--- config.mk ---
export PLATFORM = sky130hd
export DESIGN_NAME = nbpc_queue
export DESIGN_NICKNAME = d
export VERILOG_FILES = /design/src/design/nbpc_pkg.sv /design/src/design/nbpc_queue.sv
export SDC_FILE = /design/constraint.sdc
export NUM_CORES = 1
export LEC_CHECK = 0
export ABC_AREA = 1
export BUFFER_PORTS_ARGS = -buffer_cell sky130_fd_sc_hd__buf_2
export CORE_MARGIN = 1.5
export CORE_UTILIZATION = 50
export DETAILED_ROUTE_END_ITERATION = 10
export GPL_TIMING_DRIVEN = 0
export MAX_ROUTING_LAYER = met4
export PLACE_DENSITY = 0.87
export REMOVE_ABC_BUFFERS = 1
export SYNTH_ARGS = -nofsm -noshare
export SYNTH_HDL_FRONTEND = slang
export SYNTH_SLANG_ARGS = --single-unit
--- constraint.sdc ---
create_clock -name clk_i -period 4.7 [get_ports clk_i]
set_clock_uncertainty 0.2 [all_clocks]
set_input_delay 0.705 -clock clk_i [delete_from_list [all_inputs] [get_ports clk_i]]
set_output_delay 0.705 -clock clk_i [all_outputs]
set_load 0.05 [all_outputs]
--- src/design/nbpc_pkg.sv ---
// Package for the nearest box point classifier.
// Holds command, status, register and state codes, the box entry, point, queue item and channel types.
`timescale 1ns / 1ps
`default_nettype none
package nbpc_pkg;

  typedef enum logic [1:0] {
    CMD_CLEAR    = 2'd0,
    CMD_LOAD     = 2'd1,
    CMD_CLASSIFY = 2'd2,
    CMD_NONE     = 2'd3
  } cmd_e;

  typedef enum logic [2:0] {
    ST_STATIC  = 3'd0,
    ST_DYNAMIC = 3'd1,
    ST_STORED  = 3'd2,
    ST_DROPPED = 3'd3,
    ST_CLEARED = 3'd4
  } status_e;

  typedef enum logic [1:0] {
    REG_MODE   = 2'd0,
    REG_GATE   = 2'd1,
    REG_MARGIN = 2'd2,
    REG_MASK   = 2'd3
  } reg_e;

  typedef enum logic [2:0] {
    BK_IDLE,
    BK_READ,
    BK_SCAN,
    BK_FETCH,
    BK_ROT,
    BK_TEST,
    BK_SEND
  } back_state_e;

  typedef struct packed {
    logic signed [15:0] cx;
    logic signed [15:0] cy;
    logic signed [15:0] cz;
    logic [11:0]        len;
    logic [11:0]        wid;
    logic [11:0]        hgt;
    logic signed [15:0] cs;
    logic signed [15:0] sn;
    logic [3:0]         cls;
  } box_t;

  typedef struct packed {
    logic signed [15:0] px;
    logic signed [15:0] py;
    logic signed [15:0] pz;
  } point_t;

  // Request handed from front to back: either a finished result or a point to scan.
  typedef struct packed {
    logic         scan;
    status_e      status;
    logic [5:0]   nearest;
    point_t       pt;
  } job_t;

  typedef struct packed {
    logic [2:0]  status;
    logic [5:0]  nearest_box;
  } result_t;

  typedef struct packed {
    logic [1:0]         command;
    logic signed [15:0] pos_x;
    logic signed [15:0] pos_y;
    logic signed [15:0] pos_z;
    logic [11:0]        box_length;
    logic [11:0]        box_width;
    logic [11:0]        box_height;
    logic signed [15:0] yaw_cosine;
    logic signed [15:0] yaw_sine;
    logic [3:0]         box_class;
  } request_t;

endpackage
`default_nettype wire

--- src/design/nbpc_queue.sv ---
// Two-entry queue that decouples the front from the back.
// Depends on nbpc_pkg for the job type.
`timescale 1ns / 1ps
`default_nettype none
module nbpc_queue (
  input  wire             clk_i,
  input  wire             rst_ni,
  input  wire             in_valid_i,
  output logic            in_ready_o,
  input  nbpc_pkg::job_t  in_data_i,
  output logic            out_valid_o,
  input  wire             out_ready_i,
  output nbpc_pkg::job_t  out_data_o
);
  import nbpc_pkg::*;

  job_t       mem_q [2];
  logic       wp_q, rp_q;
  logic [1:0] cnt_q;
  logic       push, pop;

  assign in_ready_o  = (cnt_q != 2'd2);
  assign out_valid_o = (cnt_q != 2'd0);
  assign out_data_o  = mem_q[rp_q];
  assign push        = in_valid_i && in_ready_o;
  assign pop         = out_valid_o && out_ready_i;

  always_ff @(posedge clk_i) begin
    if (push) mem_q[wp_q] <= in_data_i;
  end

  always_ff @(posedge clk_i or negedge rst_ni) begin
    if (!rst_ni) begin
      wp_q  <= 1'b0;
      rp_q  <= 1'b0;
      cnt_q <= '0;
    end else begin
      if (push) wp_q <= ~wp_q;
      if (pop) rp_q <= ~rp_q;
      cnt_q <= cnt_q + {1'b0, push} - {1'b0, pop};
    end
  end
endmodule
`default_nettype wire

==> key figures <==
Run status
  – Status: finished, final reports clean

Setup path
  – CP dominant cell by count: nand2_1
  – Flop2flop setup slack: 2.54 ns
  – Worst setup SP type: register
  – Crit path largest cell delay: 0.74 ns
  – Slowest-stage cell, CP: inv_2
  – Reg2Reg Depth: 4
  – Crit path DAT: 2.64 ns
  – Critical path startpoint: rp_q
  – FF-to-FF End: rp_q
  – Crit path max fanout: 59
  – Worst setup path endpoint: out_data_o[39]
  – CP endpoint kind: output port
  – Worst reg2reg path startpoint: rp_q
  – CP cell instances: buf_12 -> inv_2 -> nand2_1 -> nand2_1 -> buf_2
  – CP required: 3.80 ns
  – Critical path type: register to output port

Drt
  – Initial DRC count: 112
  – Via count: 2788
  – Routed len/inst: 13.93 um
  – Via/cell ratio: 4.758
  – Met2 wire length: 4.275 mm
  – DRT met1 WL: 3.331 mm
  – Total wire length: 8.165 mm
  – Max layer used: met4
  – Met3 WL post-DR: 493 um
  – Antenna Nets Post-Route: 0
  – DRC errors left: 0
  – Iteration count of the initial detailed-routing pass: 4

Floorplan
  – Chip height: 97.36 um
  – Io pins: 122
  – Initial Utilization: 51.30%
  – Die Wd: 97.36 um
  – Die area: 0.009479 mm2
  – Core Region: 0.008678 mm2
  – FP Rows: 34

STA
  – Crit share post-route: 75.38%
  – Final hold violation count: 0
  – Min Tclk post-route: 3.543 ns
  – Rel. slew slack: 33.05%
  – Worst Max-Slew Pin Slew: 1.003 ns
  – Setup violators final: 0
  – Slew Limit Fails: 0
  – RSZ-0062 raised after global routing: no
  – Achievable Freq: 0.2823 GHz
  – Setup TNS: 0 ns
  – PnR worst setup slack: 1.157 ns

GRT
  – Tot GR Track Use: 18.60%
  – Largest net degree at the start of global routing: 60
  – Total congestion overflow: 0
  – Vias in the first global route: 2727
  – First-pass GRT wire length: 13.04 mm
  – Initial antenna violation count: 0

Finish
  – Final antenna diode count: 0
  – Layout cell share with drive strength beyond 1: 32.85%
  – Commonest cells after routing, fill and taps aside: nand2_1, buf_2, edfxtp_1
  – Most common cell after layout, fill and taps aside: nand2_1
  – Layout Utilization: 66.59%
  – P&R area growth vs syn: 29.82%
  – Fin nets: 530
  – Non-filler cells, final: 586

Clock network
  – Cts repair resizes: 0
  – Clock sink count: 120
  – H-tree level count: 4
  – Clock transition at path regs: 0.06 ns
  – Post-CTS Setup Bufs: 0
  – CTS root buf: clkbuf_8
  – CTS Buf Count: 17
  – CTS tree: yes
  – Clock latency on the worst-skew pair: 0.49 ns
  – Maximum clock insertion buffer count: 2

Hold path
  – Worst hold path type: primary input to register

Yosys
  – Cells after synthesis: 335
  – Register area share after synthesis: 80.49%
  – #FFs+latches synth: 120
  – Yosys cell types: 11
  – Ys Warns: 0
  – Post-Syn Area: 0.004452 mm2
  – Mean Syn Cell Area: 13.29 um2

Placed design
  – I/O Buffers: 121
  – Place WS: 1.626 ns
  – Post-DP HPWL: 5.459 mm
  – Final Wtd Congestion: 0.8219
  – Inst Count DP: 554

Run
  – Max-Cap Viols: 0
==> what timing repair did <==
item / in CTS / in global routing
endpoints found under the setup margin: 0 / 0
endpoints found under the hold margin: 4 / 0
hold buffers: 1 / 0
==> state kept, by name, indices dropped and copies added, names as in the netlist <==
register,cells
rp_q,1
wp_q,1
cnt_q,2
mem_q,116
==> final cells by class <==
class,instances,area (um2)
Fill cell,634,2899
Tap cell,108,135.1
Timing Repair Buffer,125,675.6
Inverter,9,33.78
Sequential cell,120,3585
Clock buffer,17,414.1
Multi-Input combinational cell,193,753.2
Clock inverter,14,182.7
==> cells by family after synthesis <==
logic type,synth area share (%)
and+or+nand+nor,16.19
DFF,80.49
adders and majority gates,0.5620
buffers and inverters,2.754
==> synth_stat cells <==
master      n  share of area (%)
buf_2       8               0.90
dfrtp_1     4                2.2
buf_4       2               0.34
edfxtp_1  116                 78
inv_1       8               0.67
buf_6       3               0.76
inv_2       1              0.084
nor2_1      1              0.084
nand3_1     3               0.34
ha_1        2               0.56
nand2_1   187                 16
==> critical path: cells and delay by family (launching register included) <==
kind | cells | cell delay (ns)
AND/OR/NAND/NOR | 2 | 0.25
buffers and inverters | 3 | 1.26
flip-flops | 1 | 0.60
==> worst min-delay path by stage <==
stage                             start           end  slack [ns]  cells after the start
after floorplan                  rst_ni      cnt_q[0]        0.21                      0
after global placement             wp_q          wp_q        0.25                      2
after detailed placement           wp_q          wp_q        0.29                      2
after CTS                 in_data_i[48]  mem_q[0][48]        0.17                      1
after global routing      in_data_i[44]  mem_q[1][44]        0.17                      1
final                     in_data_i[48]  mem_q[0][48]        0.20                      1
==> layer usage <==
metal	vias up	global-route usage, %
met5	-	-
met1	1290	21.52
met3	9	5.755
li1	1389	-
met4	0	7.363
met2	100	30.50
==> stage by stage <==
stage          area (um2)  hold slack [ns]
2_1_floorplan        4363           0.2094
3_3_place_gp         5104           0.2529
3_5_place_dp         5172           0.2874
4_1_cts              5779           0.1743
5_1_grt              5779           0.1693
6_report             5779           0.1991
Power is not shown: default switching activity piles up to over one toggle a cycle in this logic, so the estimate is an artifact.
