**config.mk**
```make
export PLATFORM = sky130hd
export DESIGN_NAME = nbpc_front
export DESIGN_NICKNAME = d
export VERILOG_FILES = /design/src/design/nbpc_pkg.sv /design/src/design/nbpc_front.sv
export SDC_FILE = /design/constraint.sdc
export NUM_CORES = 1
export LEC_CHECK = 0
export ABC_AREA = 1
export BUFFER_PORTS_ARGS = -buffer_cell sky130_fd_sc_hd__buf_2
export CORE_AREA = 2 2 125 127
export CTS_BUF_LIST = sky130_fd_sc_hd__clkbuf_4 sky130_fd_sc_hd__clkbuf_8 sky130_fd_sc_hd__clkbuf_16
export DETAILED_ROUTE_END_ITERATION = 8
export DIE_AREA = 0 0 127 129
export GPL_TIMING_DRIVEN = 0
export PLACE_DENSITY = 0.42
export RECOVER_POWER = 100
export SETUP_SLACK_MARGIN = 0.02
export SYNTH_ARGS = -nofsm -noshare
export SYNTH_HDL_FRONTEND = slang
export SYNTH_SLANG_ARGS = --single-unit
```
**constraint.sdc**
```tcl
create_clock -name clk_i -period 2.8 [get_ports clk_i]
set_input_delay 0.14 -clock clk_i [delete_from_list [all_inputs] [get_ports clk_i]]
set_output_delay 0.14 -clock clk_i [all_outputs]
set_load 0.05 [all_outputs]
```
**src/design/nbpc_pkg.sv**
```systemverilog
// Package for the nearest box point classifier.
// Holds command, status, register and state codes, the box entry, point, queue item and channel types.
`timescale 1ns / 1ps
`default_nettype none
package nbpc_pkg;

  typedef enum logic [1:0] {
    CMD_CLEAR    = 2'd0,
    CMD_LOAD     = 2'd1,
    CMD_CLASSIFY = 2'd2,
    CMD_NONE     = 2'd3
  } cmd_e;

  typedef enum logic [2:0] {
    ST_STATIC  = 3'd0,
    ST_DYNAMIC = 3'd1,
    ST_STORED  = 3'd2,
    ST_DROPPED = 3'd3,
    ST_CLEARED = 3'd4
  } status_e;

  typedef enum logic [1:0] {
    REG_MODE   = 2'd0,
    REG_GATE   = 2'd1,
    REG_MARGIN = 2'd2,
    REG_MASK   = 2'd3
  } reg_e;

  typedef enum logic [2:0] {
    BK_IDLE,
    BK_READ,
    BK_SCAN,
    BK_FETCH,
    BK_ROT,
    BK_TEST,
    BK_SEND
  } back_state_e;

  typedef struct packed {
    logic signed [15:0] cx;
    logic signed [15:0] cy;
    logic signed [15:0] cz;
    logic [11:0]        len;
    logic [11:0]        wid;
    logic [11:0]        hgt;
    logic signed [15:0] cs;
    logic signed [15:0] sn;
    logic [3:0]         cls;
  } box_t;

  typedef struct packed {
    logic signed [15:0] px;
    logic signed [15:0] py;
    logic signed [15:0] pz;
  } point_t;

  // Request handed from front to back: either a finished result or a point to scan.
  typedef struct packed {
    logic         scan;
    status_e      status;
    logic [5:0]   nearest;
    point_t       pt;
  } job_t;

  typedef struct packed {
    logic [2:0]  status;
    logic [5:0]  nearest_box;
  } result_t;

  typedef struct packed {
    logic [1:0]         command;
    logic signed [15:0] pos_x;
    logic signed [15:0] pos_y;
    logic signed [15:0] pos_z;
    logic [11:0]        box_length;
    logic [11:0]        box_width;
    logic [11:0]        box_height;
    logic signed [15:0] yaw_cosine;
    logic signed [15:0] yaw_sine;
    logic [3:0]         box_class;
  } request_t;

endpackage
`default_nettype wire

```
**src/design/nbpc_front.sv**
```systemverilog
// Front part: accepts requests, owns the box table writes and count.
// Depends on nbpc_pkg; feeds jobs to the queue.
`timescale 1ns / 1ps
`default_nettype none
module nbpc_front #(
  parameter int MAX_BOXES = 64,
  parameter int CW = $clog2(MAX_BOXES + 1),
  parameter int IW = (MAX_BOXES > 1) ? $clog2(MAX_BOXES) : 1
) (
  input  wire                  clk_i,
  input  wire                  rst_ni,
  input  wire                  in_valid_i,
  output logic                 in_ready_o,
  input  nbpc_pkg::request_t   in_data_i,
  output logic                 job_valid_o,
  input  wire                  job_ready_i,
  output nbpc_pkg::job_t       job_o,
  input  wire                  back_busy_i,
  output logic                 wr_en_o,
  output logic [IW-1:0]        wr_addr_o,
  output nbpc_pkg::box_t       wr_data_o,
  output logic [CW-1:0]        count_o
);
  import nbpc_pkg::*;

  logic [CW-1:0] count_q, count_d;
  logic          take;

  // Hold table changes until any scan in flight has finished.
  assign in_ready_o  = job_ready_i && !back_busy_i;
  assign take        = in_valid_i && in_ready_o;
  assign job_valid_o = in_valid_i && !back_busy_i;
  assign count_o     = count_q;

  always_comb begin
    count_d        = count_q;
    wr_en_o        = 1'b0;
    wr_addr_o      = count_q[IW-1:0];
    wr_data_o      = '{cx: in_data_i.pos_x, cy: in_data_i.pos_y, cz: in_data_i.pos_z,
                       len: in_data_i.box_length, wid: in_data_i.box_width,
                       hgt: in_data_i.box_height, cs: in_data_i.yaw_cosine,
                       sn: in_data_i.yaw_sine, cls: in_data_i.box_class};
    job_o.scan     = 1'b0;
    job_o.status   = ST_STATIC;
    job_o.nearest  = '0;
    job_o.pt       = '{px: in_data_i.pos_x, py: in_data_i.pos_y, pz: in_data_i.pos_z};
    case (cmd_e'(in_data_i.command))
      CMD_CLEAR: begin
        job_o.status = ST_CLEARED;
        if (take) count_d = '0;
      end
      CMD_LOAD: begin
        if (count_q < CW'(MAX_BOXES)) begin
          job_o.status  = ST_STORED;
          job_o.nearest = 6'(count_q);
          if (take) begin
            wr_en_o = 1'b1;
            count_d = count_q + 1'b1;
          end
        end else begin
          job_o.status = ST_DROPPED;
        end
      end
      CMD_CLASSIFY: job_o.scan = (count_q != '0);
      default: ;
    endcase
  end

  always_ff @(posedge clk_i or negedge rst_ni) begin
    if (!rst_ni) begin
      count_q <= '0;
    end else begin
      count_q <= count_d;
    end
  end
endmodule
`default_nettype wire

```
==> results of run 1 <==
metrics by stage:
stage,instance area (um2),setup WS (ps),util [%]
floorplan,1830,801,-
global placement,3070,1320,20.5
detailed placement,3070,1330,20.5
CTS,3160,1080,21.1
global route,2900,775,19.4
finish,2900,889,19.4
critical path, delay by kind of cell (launching register included):
family,cells,cell delay [ps]
buf+inv,3,670
fa+ha+maj,1,220
simple gates,2,170
flops,1,480
routing by layer:
metal | part of all wire [%] | global-route usage, % | vias to the layer above
met3 | 14 | 2.00 | 2
met1 | 31 | 5.16 | 849
met5 | 0 | 0 | -
li1 | - | - | 1000
met4 | 0.96 | 1.94 | 0
met2 | 53 | 10.3 | 161
layout make-up:
cell class,instances,area (um2),area share (%)
buffer,174,1310,45.0
clock buffer,4,82.6,2.85
inverter,14,52.6,1.81
multi-input combinational,55,282,9.71
sequential,7,175,6.04
tap,188,235,8.11
timing repair buffer,201,767,26.4
Yosys cell counts:
library cell	n	share of area, %
inv_1	11	2.3
a21oi_1	3	0.82
nand3b_1	1	0.41
nand2_2	3	1.0
o21ai_1	1	0.27
dfrtp_1	7	9.5
nor2_2	2	0.68
nand3_4	1	0.96
nor2_4	1	0.61
nor3_1	3	0.82
buf_4	174	71
nor2_8	1	1.1
nand4_1	2	0.68
inv_2	3	0.61
nor2_1	14	2.9
ha_1	2	1.4
o21ai_0	2	0.55
nand3_1	5	1.4
nand2_1	14	2.9
report_power, final:
group / switching [mW] / internal [mW] / total [mW] / leakage (nW)
Sequential: 0.0359 / 0.120 / 0.156 / 0.0924
Combinational: 0.764 / 0.255 / 1.02 / 1.25
Clock: 0.0519 / 0.199 / 0.251 / 0.0416
kinds of logic after synthesis:
family | after synthesis
adders and majority gates | 2
DFF | 7
buffers and inverters | 188
and+or+nand+nor | 47
AOI/OAI and AO/OA | 6
worst paths after layout:
path                                startpoint    endpoint  slack [ps]
worst min-delay path            in_data_i[120]  count_o[6]         270
worst min register to register      count_o[6]  count_o[6]         620
max in group asynchronous               rst_ni  count_o[1]        2130
min in group asynchronous               rst_ni  count_o[0]         380
worst max-delay path                count_o[0]   job_o[57]         890
worst max register to register      count_o[6]  count_o[4]        1350
==> metrics.txt, run 1 <==
clk sinks=7; most used cell, CP=inv_1; CP max stage cell=dfrtp_1; HP Class=input port to register; Post-CTS Hold Buffers=1; crit-path cells=inv_1 > ha_1 > nand4_1 > nand3_1 > inv_1 > clkbuf_1; global route overflow=0; most frequent cells in the layout=clkbuf_1, buf_4, nand2_1, nor2_1, inv_1; max FFs per register=7; area delta synth->final=58.1%; first-pass detailed-route iteration total=2; RSZ-0062 raised after global routing=no; All-Layer GR Usage=5.33%; vias in the first global route=1604; hold_ws=266 ps; Distinct cells, synth=19; initial antenna violation count=0; layout cell share with drive strength beyond 1=42.2%; die area=0.0164 mm2; setup_tns=0 ps; Mapped Avg Cell Area=7.34 um2; num rows=45; Core Area=0.0150 mm2; CTS root buf=clkbuf_16; Fmax achieved=523 MHz; critical setup path kind=register to primary output; PwrDens=492 mW/mm2; # diodes=0; Rel. slew slack=54.8%; CP Max Fanout=6; DR WL/cell=8.55 um; clk slew on worst S/H paths=40 ps; Num CTS Buffers=3; port bufs=200; Hold Path Stages=3; Reg2Reg Depth=6; num ports=321; CP Data Arrival Time=1770 ps; synthesized area=0.00183 mm2; Starting Density=12.2%; Compound-Gate Fraction of Synth Area=1.64%; post-synthesis xor/xnor area fraction=0%; routability cong.=0.733; Slew Limit Fails=0; total routed wirelength=5500 um; mux contribution to synthesized area=0%; Slew @ Worst Pin=681 ps; worst skew pair latency=230 ps; buffer count from post-CTS setup fixing=0; simple-gate share of the synthesized area=13.4%; Die Ht=129 um; Worst Skew=1.04 ps; VDD IR-drop max=148 uV; synth warn=0; CP peak stage delay=480 ps; Req. time, crit path=2660 ps; Final Hold Fails=0; DRC viols=0; dpl cells=638; FILL cells=1784; CP Capture Type=primary output; CTS tree=yes; Yosys reg bits=7; Post-Synth Adder-Cell Area=1.36%; PostCTS Resize Cnt=0; Final Non-Filler Cells=643; die width=127 um; CP startpoint kind=register; # H-tree levels=1; LEAKAGE=1.38 nW; syn_nets=379; largest net degree at the start of global routing=11; outcome=complete, no violations; combinational family with the most area after synthesis=buffers and inverters; max_cap viols=0; first-pass GRT wire length=6840 um; number of routed nets with antenna violations=0; min Tclk post-route=1910 ps; CTS max path bufs=2; PnR Total Power=1.43 mW; fin nets=585; commonest non-fill, non-tap cell in the layout=clkbuf_1; Final setup viols=0; DPL Wire Length=5090 um; sequential-to-total area share from yosys stat=9.55%; vias per cell=3.13; via count=2012; Gate Count Post-Synth=250; Iter 0 DRT Violations=6; final clock period utilization by the worst path=68.2%
No activity file was read; power rests on OpenSTA's default activity.
==> run 2, diff against run 1 <==
--- a/config.mk
+++ b/config.mk
@@ -7,12 +7,12 @@
 export LEC_CHECK = 0
 export ABC_AREA = 1
 export BUFFER_PORTS_ARGS = -buffer_cell sky130_fd_sc_hd__buf_2
-export CORE_AREA = 2 2 125 127
+export CORE_AREA = 2 2 126 128
 export CTS_BUF_LIST = sky130_fd_sc_hd__clkbuf_4 sky130_fd_sc_hd__clkbuf_8 sky130_fd_sc_hd__clkbuf_16
 export DETAILED_ROUTE_END_ITERATION = 8
-export DIE_AREA = 0 0 127 129
+export DIE_AREA = 0 0 128 130
 export GPL_TIMING_DRIVEN = 0
-export PLACE_DENSITY = 0.42
+export PLACE_DENSITY = 0.41
 export RECOVER_POWER = 100
 export SETUP_SLACK_MARGIN = 0.02
 export SYNTH_ARGS = -nofsm -noshare
==> constraint.sdc (replaced) <==
create_clock -name clk_i -period 2 [get_ports clk_i]
set_input_delay 0.1 -clock clk_i [delete_from_list [all_inputs] [get_ports clk_i]]
set_output_delay 0.1 -clock clk_i [all_outputs]
set_load 0.05 [all_outputs]
==> run 2 against run 1 <==
Highest routed layer unchanged. Register-to-register slack worse by 840 ps. Total power rose by 41%. Non-clock buffer count unchanged. Routed wire length increased by 5.0%.
==> metrics.txt, run 2 (same netlist as run 1, synthesis figures left out) <==
Final setup viols=0; All-Layer GR Usage=5.29%; global route overflow=0; CP Max Fanout=7; Core Area=0.0154 mm2; total routed wirelength=5770 um; clk sinks=7; worst skew pair latency=230 ps; critical setup path kind=register to primary output; DPL Wire Length=5250 um; min Tclk post-route=1760 ps; layout cell share with drive strength beyond 1=42.9%; DRC viols=0; Worst Skew=1.73 ps; CTS tree=yes; num ports=321; PwrDens=690 mW/mm2; number of routed nets with antenna violations=0; first-pass GRT wire length=6920 um; CTS max path bufs=2; Fmax achieved=568 MHz; Rel. slew slack=54.1%; PostCTS Resize Cnt=0; die area=0.0166 mm2; area delta synth->final=58.6%; buffer count from post-CTS setup fixing=0; outcome=complete, no violations; dpl cells=642; vias in the first global route=1496; Final Hold Fails=0; vias per cell=3.14; die width=128 um; most frequent cells in the layout=clkbuf_1, buf_4, nand2_1, nor2_1, inv_1; fin nets=585; Slew Limit Fails=0; DR WL/cell=8.92 um; largest net degree at the start of global routing=11; routability cong.=0.739; Final Non-Filler Cells=647; # H-tree levels=1; first-pass detailed-route iteration total=4; RSZ-0062 raised after global routing=no; hold_ws=234 ps; commonest non-fill, non-tap cell in the layout=clkbuf_1; LEAKAGE=1.39 nW; clk slew on worst S/H paths=40 ps; CP startpoint kind=register; final clock period utilization by the worst path=88.0%; max_cap viols=0; Die Ht=130 um; final core utilization=18.9%; Slew @ Worst Pin=687 ps; Num CTS Buffers=3; setup_tns=0 ps; # diodes=0; max FFs per register=7; Starting Density=11.9%; via count=2032; num rows=46; HP Class=input port to register; Iter 0 DRT Violations=24; CTS root buf=clkbuf_16; initial antenna violation count=0; port bufs=200; VDD IR-drop max=197 uV; CP Capture Type=primary output; Req. time, crit path=1900 ps; CP Data Arrival Time=1660 ps
==> run 2: cell counts in the layout (fill, tap and decap cells not counted) <==
No cell type changed its count.
==> run 2: critical path, cell delays in order, from the launching register on <==
cell	delay [ps]
dfrtp_1	410
inv_1	110
nand2_1	210
nor2_1	160
clkbuf_1	530
==> run 2: area by class of cell <==
cell class                 count  area, um2
buffer                       174       1310
clock buffer                   4       82.6
fill                        1868      12500
inverter                      14       52.6
multi-input combinational     55        282
sequential                     7        175
tap                          192        240
timing repair buffer         201        771
==> run 2: worst paths after layout <==
kind                           startpoint         end  slack, ps  cells past startpoint
max                            count_o[6]   job_o[51]        240                      4
min                        in_data_i[120]  count_o[6]        230                      3
max reg2reg                    count_o[6]  count_o[3]        510                      6
min reg2reg                    count_o[6]  count_o[6]        640                      2
max in group asynchronous          rst_ni  count_o[3]       1360                      2
min in group asynchronous          rst_ni  count_o[4]        340                      2
==> run 2: through the flow <==
step / cell area [um2] / setup slack [ps] / power (mW)
CTS: 3170 / 290 / 2.10
finish: 2910 / 240 / 2.01
global placement: 3080 / 547 / 1.73
global route: 2910 / 133 / 2.10
floorplan: 1830 / 40.9 / 1.45
detailed placement: 3080 / 548 / 1.73
==> run 2: timing repair <==
action / CTS / global route
endpoints found under the hold margin: 7 / 0
hold buffers: 1 / 0
setup endpoints to repair: 0 / 0
==> run 2: routing by layer <==
layer / global-route usage, % / vias up / routed length (um)
li1: - / 994 / -
met1: 4.91 / 874 / 1780
met2: 10.9 / 160 / 3250
met3: 1.76 / 4 / 700
met4: 1.55 / 0 / 35
met5: 0 / - / 0
==> run 2: report_power, final <==
| group | switching, mW | internal, mW |
|---|---|---|
| logic | 1.07 | 0.359 |
| clock network | 0.0799 | 0.279 |
| registers | 0.0469 | 0.169 |
==> run 3, diff against run 2 <==
--- a/config.mk
+++ b/config.mk
@@ -12,6 +12,7 @@
 export DETAILED_ROUTE_END_ITERATION = 8
 export DIE_AREA = 0 0 128 130
 export GPL_TIMING_DRIVEN = 0
+export MAX_ROUTING_LAYER = met4
 export PLACE_DENSITY = 0.41
 export RECOVER_POWER = 100
 export SETUP_SLACK_MARGIN = 0.02
==> run 3 against run 2 <==
Sequential share of layout area stayed put. Critical path depth stayed put. Register-to-register slack hardly changed. Count of clock-buffer cells in the layout stayed put. Routed wire length hardly changed. Global-route usage is 0.16 points higher. Via count hardly changed. Combinational power hardly changed. Die area stayed put. Sequential cell count stayed put. Worst setup slack better by 0.90 ps.
==> metrics.txt, run 3 (same netlist as run 1, synthesis figures left out) <==
outcome=complete, no violations; RSZ-0062 raised after global routing=no; most frequent cells in the layout=clkbuf_1, buf_4, nand2_1, nor2_1, inv_1; hold_ws=233 ps; worst reg2reg setup slack=510 ps; number of routed nets with antenna violations=0; first-pass GRT wire length=6920 um; vias per cell=3.14; WP buf/inv=2; largest net degree at the start of global routing=11; first-pass detailed-route iteration total=4; max FFs per register=7; die width=128 um; Crit Reg-Reg Endpoint=count_o[3]; worst skew pair latency=230 ps; port bufs=200; CTS max path bufs=2; Final Non-Filler Cells=647; via count=2031; Num CTS Buffers=3; Rel. slew slack=54.0%; hold path endpoint=count_o[6]; CP Max Fanout=7; CP peak stage delay=530 ps; FILL cells=1868; CP startpoint kind=register; Starting Density=11.9%; Final Hold Fails=0; initial antenna violation count=0; VDD IR-drop max=197 uV; global route overflow=0; HP Class=input port to register; area delta synth->final=58.6%; num ports=321; Req. time, crit path=1900 ps; critical setup path kind=register to primary output; die area=0.0166 mm2; DRC viols=0; max_cap viols=0; DPL Wire Length=5250 um; num rows=46; Fmax achieved=568 MHz; # diodes=0; internal power=806 uW; layout cell share with drive strength beyond 1=42.9%; Setup WS pre-CTS=548 ps; clk sinks=7; multi-input logic area=282 um2; setup_tns=0 ps; buffer count from post-CTS setup fixing=0; Post-CTS Hold Buffers=1; Slew Limit Fails=0; Slew @ Worst Pin=687 ps; clk slew on worst S/H paths=40 ps; dpl cells=642; Final setup viols=0; fin worst setup slack=241 ps; crit-path cells=inv_1 > nand2_1 > nor2_1 > clkbuf_1; fin area=0.00291 mm2; CTS tree=yes; Clock Power Share=17.9%; PnR Total Power=2.01 mW; PostCTS Resize Cnt=0; fin nets=585; PwrDens=690 mW/mm2; # H-tree levels=1; Die Ht=130 um; CTS root buf=clkbuf_16; CP max stage cell=clkbuf_1; Worst Skew=1.74 ps; total routed wirelength=5770 um; CP delay by family, top=buffers and inverters; All-Layer GR Usage=5.45%; final clock period utilization by the worst path=88.0%; CP Data Arrival Time=1660 ps; min Tclk post-route=1760 ps; Placed Area=0.00308 mm2; Iter 0 DRT Violations=27; commonest non-fill, non-tap cell in the layout=clkbuf_1; sw power=1.20 mW; Hold Path Stages=3; Reg-to-Reg Start=count_o[6]; combinational share of power=71.4%; CP Capture Type=primary output; final core utilization=18.9%; routability cong.=0.749; Net Sw Frac=59.8%; Core Area=0.0154 mm2; Reg2Reg Depth=6; Sequential Power Share=10.7%; FF/Latch Area=175 um2; hold path start=in_data_i[120]; vias in the first global route=1496; DR WL/cell=8.92 um; LEAKAGE=1.39 nW
run 3: cell counts in the layout (fill, tap and decap cells not counted):
Identical to the previous run, type by type.
run 3: worst min-delay path: stages:
cell	delay, ps
buf_2	120
nor3_1	90
a21oi_1	110
run 3: how the worst max path moves through the flow:
stage / cells past startpoint / startpoint / endpoint
after CTS: 6 / count_o[0] / job_o[57]
after floorplan: 2 / count_o[6] / job_o[54]
after detailed placement: 6 / count_o[0] / job_o[57]
after global routing: 4 / count_o[6] / job_o[49]
final: 4 / count_o[6] / job_o[51]
after global placement: 6 / count_o[0] / job_o[57]
run 3: power by group through the flow:
stage | combinational [mW] | clock [mW] | sequential [mW]
2_1_floorplan | 1.16 | 0 | 0.294
3_3_place_gp | 1.51 | 0 | 0.220
3_5_place_dp | 1.51 | 0 | 0.221
4_1_cts | 1.51 | 0.365 | 0.219
5_1_grt | 1.50 | 0.379 | 0.223
6_report | 1.43 | 0.359 | 0.216
run 3: layer usage:
metal	routed length, um	GRT usage, %	vias to the layer above
met2	3250	10.9	160
met5	0	-	-
li1	-	-	994
met1	1790	4.99	873
met3	694	1.64	4
met4	35	1.55	0
run 3: final cells by class:
cell class	instances	area share [%]
plain buffers	174	44.9
repair buffers	201	26.5
multi-input cells	55	9.68
well taps	192	8.26
flip-flops and latches	7	6.02
clock buffers	4	2.84
inverters	14	1.81
